## src/rtl/assert_macros.svh

```systemverilog
// Assertion helper macros shared by the RTL files.
// No dependencies; define NO_ASSERTIONS to compile them out.
`ifndef ASSERT_MACROS_SVH
`define ASSERT_MACROS_SVH
`ifndef NO_ASSERTIONS
// Property checked on every rising edge of clk while rstn is high.
`define ASSERT_CLKD(lbl, clk, rstn, prop) \
    lbl: assert property (@(posedge clk) disable iff (!rstn) (prop)) \
        else $error("assertion failed");
// Condition that must never be true while rstn is high.
`define ASSERT_NEVER(lbl, clk, rstn, cond) \
    lbl: assert property (@(posedge clk) disable iff (!rstn) !(cond)) \
        else $error("forbidden condition seen");
`else
`define ASSERT_CLKD(lbl, clk, rstn, prop)
`define ASSERT_NEVER(lbl, clk, rstn, cond)
`endif
`endif

```

## src/rtl/pidsmd_pkg.sv

```systemverilog
// Shared types and constants for the min-drive PID step core.
// No dependencies.
package pidsmd_pkg;

    localparam int ERROR_WIDTH = 24;
    localparam int GAIN_W      = 16;
    localparam int LIMIT_W     = 23;
    localparam int DCFG_W      = 15;
    localparam int DRIVE_W     = 16;

    // accumulator must hold |limit| + |error| without overflow
    localparam int ACC_W  = ((ERROR_WIDTH > LIMIT_W + 1) ? ERROR_WIDTH : LIMIT_W + 1) + 1;
    localparam int DER_W  = ERROR_WIDTH + 1;
    localparam int PP_W   = GAIN_W + 1 + ERROR_WIDTH;
    localparam int PI_W   = GAIN_W + 1 + ACC_W;
    localparam int PD_W   = GAIN_W + 1 + DER_W;
    localparam int SUM_W  = PI_W + 2;
    localparam int SHR_W  = SUM_W - 8;

    localparam int S_TDATA_W  = ((ERROR_WIDTH + 7) / 8) * 8;
    localparam int M_TDATA_W  = ((DRIVE_W + 7) / 8) * 8;
    localparam int CFG_ADDR_W = 5;
    localparam int CFG_DATA_W = 32;

    typedef enum logic [2:0] {
        REG_GAIN_P     = 3'd0,
        REG_GAIN_I     = 3'd1,
        REG_GAIN_D     = 3'd2,
        REG_INT_LIMIT  = 3'd3,
        REG_ACT_ZONE   = 3'd4,
        REG_SETTLE_THR = 3'd5,
        REG_MAX_DRIVE  = 3'd6,
        REG_MIN_DRIVE  = 3'd7
    } cfg_reg_t;

    localparam logic [GAIN_W-1:0]  RST_GAIN_P     = 16'd768;
    localparam logic [GAIN_W-1:0]  RST_GAIN_I     = 16'd49;
    localparam logic [GAIN_W-1:0]  RST_GAIN_D     = 16'd0;
    localparam logic [LIMIT_W-1:0] RST_INT_LIMIT  = 23'd53895;
    localparam logic [LIMIT_W-1:0] RST_ACT_ZONE   = 23'd2560;
    localparam logic [LIMIT_W-1:0] RST_SETTLE_THR = 23'd64;
    localparam logic [DCFG_W-1:0]  RST_MAX_DRIVE  = 15'd25600;
    localparam logic [DCFG_W-1:0]  RST_MIN_DRIVE  = 15'd512;

endpackage

```

## src/rtl/pid_step_min_drive_core.sv

```systemverilog
// Min-drive PID step core: error samples in, drive commands out.
// Depends on pidsmd_pkg and assert_macros.svh.
//
// Usage:
//   Slave stream (s_*): one signed error sample per transaction in
//   s_tdata[ERROR_WIDTH-1:0]. Master stream (m_*): drive command in
//   m_tdata[15:0] (signed), settled flag in m_tuser.
//   APB port: eight registers at byte addresses 0x00..0x1C, write them
//   only while no transaction is in flight.
//   Path: an accepted sample passes the input register, state update,
//   multiply, sum and clamp/output register before it raises m_tvalid.
//   Throughput: one transaction per cycle unless stalled; the integral and
//   previous error update in the single stage that closes the state loop.
//   Each stage holds its own valid bit, so s_tready stays high while any
//   bubble remains in the pipe, even when the receiver stalls; with all
//   five stages full and m_tready low, s_tready drops.
//   Reset (aresetn low, synchronous) empties the pipe, clears integral
//   and previous error and loads the default register values.
module pid_step_min_drive_core (
    input  logic                                 aclk,
    input  logic                                 aresetn,
    // slave stream: [ERROR_WIDTH-1:0] error_in, zero padded to bytes
    input  logic                                 s_tvalid,
    output logic                                 s_tready,
    input  logic [pidsmd_pkg::S_TDATA_W-1:0]     s_tdata,
    // master stream: [15:0] drive
    output logic                                 m_tvalid,
    input  logic                                 m_tready,
    output logic [pidsmd_pkg::M_TDATA_W-1:0]     m_tdata,
    // master stream: [0] settled
    output logic                                 m_tuser,
    // APB configuration
    input  logic                                 psel,
    input  logic                                 penable,
    input  logic                                 pwrite,
    input  logic [pidsmd_pkg::CFG_ADDR_W-1:0]    paddr,
    input  logic [pidsmd_pkg::CFG_DATA_W-1:0]    pwdata,
    output logic [pidsmd_pkg::CFG_DATA_W-1:0]    prdata,
    output logic                                 pready
);
    import pidsmd_pkg::*;

    `include "assert_macros.svh"

    // ---------------- configuration registers ----------------
    logic [GAIN_W-1:0]  gain_p_reg, gain_i_reg, gain_d_reg;
    logic [LIMIT_W-1:0] int_limit_reg, act_zone_reg, settle_thr_reg;
    logic [DCFG_W-1:0]  max_drive_reg, min_drive_reg;
    logic               cfg_wr;
    cfg_reg_t           cfg_idx;

    assign pready  = 1'b1;
    assign cfg_wr  = psel && penable && pwrite && pready;
    assign cfg_idx = cfg_reg_t'(paddr[4:2]);

    always_ff @(posedge aclk) begin
        if (!aresetn) begin
            gain_p_reg     <= RST_GAIN_P;
            gain_i_reg     <= RST_GAIN_I;
            gain_d_reg     <= RST_GAIN_D;
            int_limit_reg  <= RST_INT_LIMIT;
            act_zone_reg   <= RST_ACT_ZONE;
            settle_thr_reg <= RST_SETTLE_THR;
            max_drive_reg  <= RST_MAX_DRIVE;
            min_drive_reg  <= RST_MIN_DRIVE;
        end else if (cfg_wr) begin
            case (cfg_idx)
                REG_GAIN_P:     gain_p_reg     <= pwdata[GAIN_W-1:0];
                REG_GAIN_I:     gain_i_reg     <= pwdata[GAIN_W-1:0];
                REG_GAIN_D:     gain_d_reg     <= pwdata[GAIN_W-1:0];
                REG_INT_LIMIT:  int_limit_reg  <= pwdata[LIMIT_W-1:0];
                REG_ACT_ZONE:   act_zone_reg   <= pwdata[LIMIT_W-1:0];
                REG_SETTLE_THR: settle_thr_reg <= pwdata[LIMIT_W-1:0];
                REG_MAX_DRIVE:  max_drive_reg  <= pwdata[DCFG_W-1:0];
                REG_MIN_DRIVE:  min_drive_reg  <= pwdata[DCFG_W-1:0];
                default: ;
            endcase
        end
    end

    always_comb begin
        case (cfg_idx)
            REG_GAIN_P:     prdata = CFG_DATA_W'(gain_p_reg);
            REG_GAIN_I:     prdata = CFG_DATA_W'(gain_i_reg);
            REG_GAIN_D:     prdata = CFG_DATA_W'(gain_d_reg);
            REG_INT_LIMIT:  prdata = CFG_DATA_W'(int_limit_reg);
            REG_ACT_ZONE:   prdata = CFG_DATA_W'(act_zone_reg);
            REG_SETTLE_THR: prdata = CFG_DATA_W'(settle_thr_reg);
            REG_MAX_DRIVE:  prdata = CFG_DATA_W'(max_drive_reg);
            REG_MIN_DRIVE:  prdata = CFG_DATA_W'(min_drive_reg);
            default:        prdata = '0;
        endcase
    end

    // ---------------- pipeline flow control ----------------
    logic v0_reg, v1_reg, v2_reg, v3_reg, m_valid_reg;
    logic rdy0, rdy1, rdy2, rdy3, rdy4;
    logic adv_state;

    assign rdy4 = !m_valid_reg || m_tready;
    assign rdy3 = !v3_reg || rdy4;
    assign rdy2 = !v2_reg || rdy3;
    assign rdy1 = !v1_reg || rdy2;
    assign rdy0 = !v0_reg || rdy1;
    assign s_tready = rdy0;
    // a valid sample leaves the input register: state advances
    assign adv_state = v0_reg && rdy1;

    always_ff @(posedge aclk) begin
        if (!aresetn) begin
            v0_reg      <= 1'b0;
            v1_reg      <= 1'b0;
            v2_reg      <= 1'b0;
            v3_reg      <= 1'b0;
            m_valid_reg <= 1'b0;
        end else begin
            if (rdy0) v0_reg      <= s_tvalid;
            if (rdy1) v1_reg      <= v0_reg;
            if (rdy2) v2_reg      <= v1_reg;
            if (rdy3) v3_reg      <= v2_reg;
            if (rdy4) m_valid_reg <= v3_reg;
        end
    end

    // ---------------- stage 0: input register ----------------
    logic signed [ERROR_WIDTH-1:0] err_reg;

    always_ff @(posedge aclk) begin
        if (rdy0) err_reg <= $signed(s_tdata[ERROR_WIDTH-1:0]);
    end

    // ---------------- stage 1: integral and derivative ----------------
    logic signed [ACC_W-1:0]       acc_reg, acc_next;
    logic signed [ERROR_WIDTH-1:0] prev_reg;
    logic signed [ACC_W-1:0]       e_ext, mag, acc_sum, integ_pre;
    logic signed [ACC_W-1:0]       settle_ext, zone_ext, lim_ext;
    logic signed [DER_W-1:0]       deriv_next;
    logic                          settled_next;

    always_comb begin
        e_ext      = ACC_W'(err_reg);
        mag        = (e_ext < 0) ? -e_ext : e_ext;
        settle_ext = $signed(ACC_W'(settle_thr_reg));
        zone_ext   = $signed(ACC_W'(act_zone_reg));
        lim_ext    = $signed(ACC_W'(int_limit_reg));
        settled_next = (mag <= settle_ext);
        acc_sum    = acc_reg + e_ext;
        integ_pre  = (mag < zone_ext) ? acc_sum : '0;
        if (settled_next) begin
            acc_next = '0;
        end else if (integ_pre > lim_ext) begin
            acc_next = lim_ext;
        end else if (integ_pre < -lim_ext) begin
            acc_next = -lim_ext;
        end else begin
            acc_next = integ_pre;
        end
        deriv_next = DER_W'(err_reg) - DER_W'(prev_reg);
    end

    always_ff @(posedge aclk) begin
        if (!aresetn) begin
            acc_reg  <= '0;
            prev_reg <= '0;
        end else if (adv_state) begin
            acc_reg  <= acc_next;
            prev_reg <= err_reg;
        end
    end

    logic signed [ERROR_WIDTH-1:0] s1_err_reg;
    logic signed [ACC_W-1:0]       s1_integ_reg;
    logic signed [DER_W-1:0]       s1_deriv_reg;
    logic                          s1_settled_reg;

    always_ff @(posedge aclk) begin
        if (rdy1) begin
            s1_err_reg     <= err_reg;
            s1_integ_reg   <= acc_next;
            s1_deriv_reg   <= deriv_next;
            s1_settled_reg <= settled_next;
        end
    end

    // ---------------- stage 2: three gain products ----------------
    logic signed [GAIN_W:0] gp_s, gi_s, gd_s;
    logic signed [PP_W-1:0] pp_next, pp_reg;
    logic signed [PI_W-1:0] pi_next, pi_reg;
    logic signed [PD_W-1:0] pd_next, pd_reg;
    logic                   s2_settled_reg;

    assign gp_s    = $signed({1'b0, gain_p_reg});
    assign gi_s    = $signed({1'b0, gain_i_reg});
    assign gd_s    = $signed({1'b0, gain_d_reg});
    assign pp_next = PP_W'(gp_s) * PP_W'(s1_err_reg);
    assign pi_next = PI_W'(gi_s) * PI_W'(s1_integ_reg);
    assign pd_next = PD_W'(gd_s) * PD_W'(s1_deriv_reg);

    always_ff @(posedge aclk) begin
        if (rdy2) begin
            pp_reg         <= pp_next;
            pi_reg         <= pi_next;
            pd_reg         <= pd_next;
            s2_settled_reg <= s1_settled_reg;
        end
    end

    // ---------------- stage 3: sum ----------------
    logic signed [SUM_W-1:0] sum_next, sum_reg;
    logic                    s3_settled_reg;

    assign sum_next = SUM_W'(pp_reg) + SUM_W'(pi_reg) + SUM_W'(pd_reg);

    always_ff @(posedge aclk) begin
        if (rdy3) begin
            sum_reg        <= sum_next;
            s3_settled_reg <= s2_settled_reg;
        end
    end

    // ---------------- stage 4: shift, clamp, min drive ----------------
    logic signed [SHR_W-1:0]   shr, maxd_ext, mind_ext, clamped, shaped;
    logic signed [DRIVE_W-1:0] drive_next, drive_reg;
    logic                      settled_reg;

    always_comb begin
        // floor division by 256
        shr      = $signed(sum_reg[SUM_W-1:8]);
        maxd_ext = $signed(SHR_W'(max_drive_reg));
        mind_ext = $signed(SHR_W'(min_drive_reg));
        if (shr > maxd_ext) begin
            clamped = maxd_ext;
        end else if (shr < -maxd_ext) begin
            clamped = -maxd_ext;
        end else begin
            clamped = shr;
        end
        if (clamped > 0 && clamped < mind_ext) begin
            shaped = mind_ext;
        end else if (clamped < 0 && clamped > -mind_ext) begin
            shaped = -mind_ext;
        end else begin
            shaped = clamped;
        end
        drive_next = s3_settled_reg ? '0 : shaped[DRIVE_W-1:0];
    end

    always_ff @(posedge aclk) begin
        if (rdy4) begin
            drive_reg   <= drive_next;
            settled_reg <= s3_settled_reg;
        end
    end

    assign m_tvalid = m_valid_reg;
    assign m_tdata  = M_TDATA_W'(drive_reg);
    assign m_tuser  = settled_reg;

    // ---------------- assertions ----------------
    `ASSERT_CLKD(a_settled_zero, aclk, aresetn, (m_tvalid && m_tuser) |-> (drive_reg == '0))
    `ASSERT_CLKD(a_state_hold, aclk, aresetn, !adv_state |=> $stable({acc_reg, prev_reg}))
    `ASSERT_CLKD(a_ready_when_empty, aclk, aresetn, !m_valid_reg |-> s_tready)
    `ASSERT_CLKD(a_out_fill, aclk, aresetn, (v3_reg && rdy4) |=> m_valid_reg)

endmodule

```

## config.mk

```make
export PLATFORM = sky130hd
export DESIGN_NAME = pid_step_min_drive_core
export DESIGN_NICKNAME = d
export VERILOG_FILES = /design/src/rtl/pidsmd_pkg.sv /design/src/rtl/pid_step_min_drive_core.sv
export VERILOG_INCLUDE_DIRS = /design/src /design/src/rtl
export SDC_FILE = /design/constraint.sdc
export NUM_CORES = 2
export LEC_CHECK = 0
export BUFFER_PORTS_ARGS = -buffer_cell sky130_fd_sc_hd__buf_2
export CAP_MARGIN = 10
export CELL_PAD_IN_SITES_DETAIL_PLACEMENT = 0
export CELL_PAD_IN_SITES_GLOBAL_PLACEMENT = 2
export CORE_ASPECT_RATIO = 0.8
export CORE_MARGIN = 2
export CORE_UTILIZATION = 46
export DETAILED_ROUTE_END_ITERATION = 7
export GPL_TIMING_DRIVEN = 0
export PLACE_DENSITY = 0.95
export SYNTH_ARGS = -nofsm -noshare
export SYNTH_HDL_FRONTEND = slang
export SYNTH_SLANG_ARGS = --single-unit
export TNS_END_PERCENT = 50
```

## constraint.sdc

```tcl
create_clock -name aclk -period 12.09 [get_ports aclk]
set_input_delay 2.418 -clock aclk [delete_from_list [all_inputs] [get_ports aclk]]
set_output_delay 2.418 -clock aclk [all_outputs]
set_load 0.005 [all_outputs]
```

==> impl_metrics.yaml <==
place:
  place_area_um2: 74900
  gp_congestion: 0.977
  io_buffer_count: 81
  dp_hpwl_um: 201000
  placedCellCount: 9925
finish:
  drive_gt1_share_pct: 3.32
  instances_no_fill: 10000
  final_common_cell: "inv_1"
  area_growth_pct: 6.78
  final_core_util_pct: 49.6
  postLayoutCellArea_um2: 76700
  layout_common_cells: "inv_1 (1463), nand2_1 (1203), fa_1 (1202)"
  nets: 9811
die:
  core_um2: 155000
  rows: 129
  dieArea_um2: 159000
  die_h_um: 358
  initial_core_util_pct: 46.4
  die_w_um: 446
  io_pins: 120
detailed_routing:
  wl_per_cell_um: 24.0
  drc_errors: 0
  via_per_inst: 5.59
  totalWireLength_um: 241000
  drt-initial-drc-count: 5874
  first_pass_iters: 8
  vias: 56000
  route.antenna.remaining_nets: 0
cts:
  post_cts_buffers: 0
  ctsHtreeMaxLevel: 2
  cts_root_buf: "clkbuf_16"
  clock_path_buffers: 3
  clk_pin_slew_ns: 0.07
  cts_hold_repair.buffers: 0
  clock-sinks: 480
  worstSkewPairLatency_ns: 0.70
  cts_buffers: 52
  ctsResizeCount: 0
  cts_tree: "built"
power:
  powerDensity_nw_per_um2: 143
  leakage_nw: 34.2
  total_power_mw: 10.9
  peakVddDrop_v: 0.000141
timing:
  worstMarginPinSlew_ns: 1.23
  final.min_clock_period_ns: 9.77
  hold_violations: 0
  drv_slew: 0
  skew_ns: 0.0494
  rsz0062_at_grt: "false"
  setup_violations: 0
  min_period_over_period_pct: 80.8
  clock.fmax_mhz: 102
  fin_tns_setup_ns: 0
  relSlewSlack_pct: 15.6
global_route:
  grt.total_usage_pct: 30.7
  met1_usage_pct: 47.2
  grt_pass1_vias: 55900
  grt_max_degree: 76
  grt_util_met3_pct: 6.73
  gr-total-overflow: 0
  top_usage_layer: "met1"
  gr-usage-met2_pct: 42.9
  grt_pass1_wl_um: 363000
  grt_antenna_before_repair: 28
worst_setup_path:
  critPathKind: "reg -> reg"
  rr_worst_depth: 28
  rr_startpoint: "gain_i_reg[8]$_SDFFE_PN0P_"
  reg2reg_slack_ns: 2.32
  cp-start-kind: "register"
  required_ns: 12.48
  endpoint: "pi_reg[40]$_DFFE_PP_"
  cpMostUsedCell: "fa_1"
  worst_setup_path_end_kind: "register"
  r2r_end: "pi_reg[40]$_DFFE_PP_"
  crit_arrival_ns: 10.16
  cp_max_fo: 10
  crit_start: "gain_i_reg[8]$_SDFFE_PN0P_"
  slowest_stage: "a2111oi_0"
  max_stage_delay_ns: 1.09
logic_synthesis:
  netlist_instances: 7803
  synth.avg_cell_area_um2: 9.21
  synthArstFlopShare_pct: 0
  synth_cell_types: 91
  seq_area_frac_synth_pct: 17.3
  ys_ff_latch: 480
  syn_area_um2: 71900
  synth_flop_cell: "edfxtp_1"
  synth-edff-count: 279
  ys_warn_count: 0
status:
  status: "finished clean"
min_path:
  hold_class: "reg -> reg"
job:
  cap_violations: 0
area by class of cell:
cell class | instances | area [µm²]
Clock buffer | 60 | 1380
Timing Repair Buffer | 84 | 488
Fill cell | 14500 | 78100
Buffer | 363 | 1460
Multi-Input combinational cell | 5501 | 52500
Tap cell | 2030 | 2540
Inverter | 1467 | 5510
Antenna cell | 8 | 20.0
Clock inverter | 38 | 407
Sequential cell | 480 | 12400
cells in the mapped netlist (9+ instances only):
cell	count	area, µm²
ha_1	592	7410
nand3_1	87	435
or2_2	9	56.3
a21boi_0	165	1240
o21a_1	77	578
nand2b_1	34	213
a22o_1	16	140
a21o_1	96	721
xor2_1	44	385
o21ai_0	170	851
a31oi_1	24	150
inv_1	1464	5500
clkbuf_1	316	1190
and2_1	508	3180
a22oi_1	18	135
a21oi_1	228	1140
nor4_1	25	156
mux2i_1	32	320
a211oi_1	20	150
buf_1	10	37.5
edfxtp_1	279	8380
mux4_2	16	360
or3_1	44	275
buf_4	11	82.6
o22ai_1	10	62.6
a211o_1	13	114
nor2b_1	54	338
nand4_1	35	219
o21bai_1	26	195
and3_1	18	113
nor3_1	67	335
o31ai_1	43	323
fa_1	1202	24100
nand2_1	1204	4520
dfxtp_1	201	4020
nor2_1	228	856
clkbuf_2	15	75.1
a221o_1	12	120
o211ai_1	35	263
xnor2_1	208	1820
routing by layer:
layer  wire [µm]  up-vias
met3       26400      279
li1            -    24900
met5          69        -
met1      110000    28400
met4        7590       10
met2       97300     2441
worst max-delay path, delay by kind of cell, from the launching register on:
kind	cells	cell delay, ns
fa+ha+maj	7	3.42
compound gates	11	3.05
buf+inv	7	1.77
xor+xnor	1	0.61
flops	1	0.31
simple gates	2	0.27
kinds of logic (layout without fill, tap and decap cells):
family / count (synthesis) / count (layout) / share of synthesized area [%]
simple gates: 2350 / 2350 / 15.4
buf+inv: 1830 / 2012 / 9.70
fa+ha+maj: 1794 / 1794 / 43.8
compound gates: 1041 / 1041 / 9.74
flops: 480 / 480 / 17.3
xor+xnor: 252 / 252 / 3.07
mux: 54 / 54 / 1.04
other cells: 2 / 18 / 0.0105
worst min-delay path by stage:
stage / from / to / depth (start not counted)
finish: v3_reg$_SDFFE_PN0P_ / m_tvalid$_SDFFE_PN0P_ / 1
global route: v3_reg$_SDFFE_PN0P_ / m_tvalid$_SDFFE_PN0P_ / 1
CTS: v3_reg$_SDFFE_PN0P_ / m_tvalid$_SDFFE_PN0P_ / 1
detailed placement: v3_reg$_SDFFE_PN0P_ / m_tvalid$_SDFFE_PN0P_ / 1
global placement: v3_reg$_SDFFE_PN0P_ / m_tvalid$_SDFFE_PN0P_ / 1
floorplan: s1_settled_reg$_DFFE_PP_ / s2_settled_reg$_DFFE_PP_ / 0
per-stage QoR:
stage	worst slack, ns	hold WS [ns]
floorplan	3.28	0.400
global placement	-0.794	0.448
detailed placement	2.58	0.442
CTS	2.59	0.457
global route	1.97	0.478
finish	2.32	0.455
where the power goes:
part | switching [mW] | leakage [nW] | internal (mW)
clock | 0.779 | 0.867 | 0.937
sequential | 0.476 | 4.72 | 2.28
combinational | 4.16 | 28.6 | 2.31
total | 5.42 | 34.2 | 5.53
Note: power is estimated with default switching activity, not from simulation.
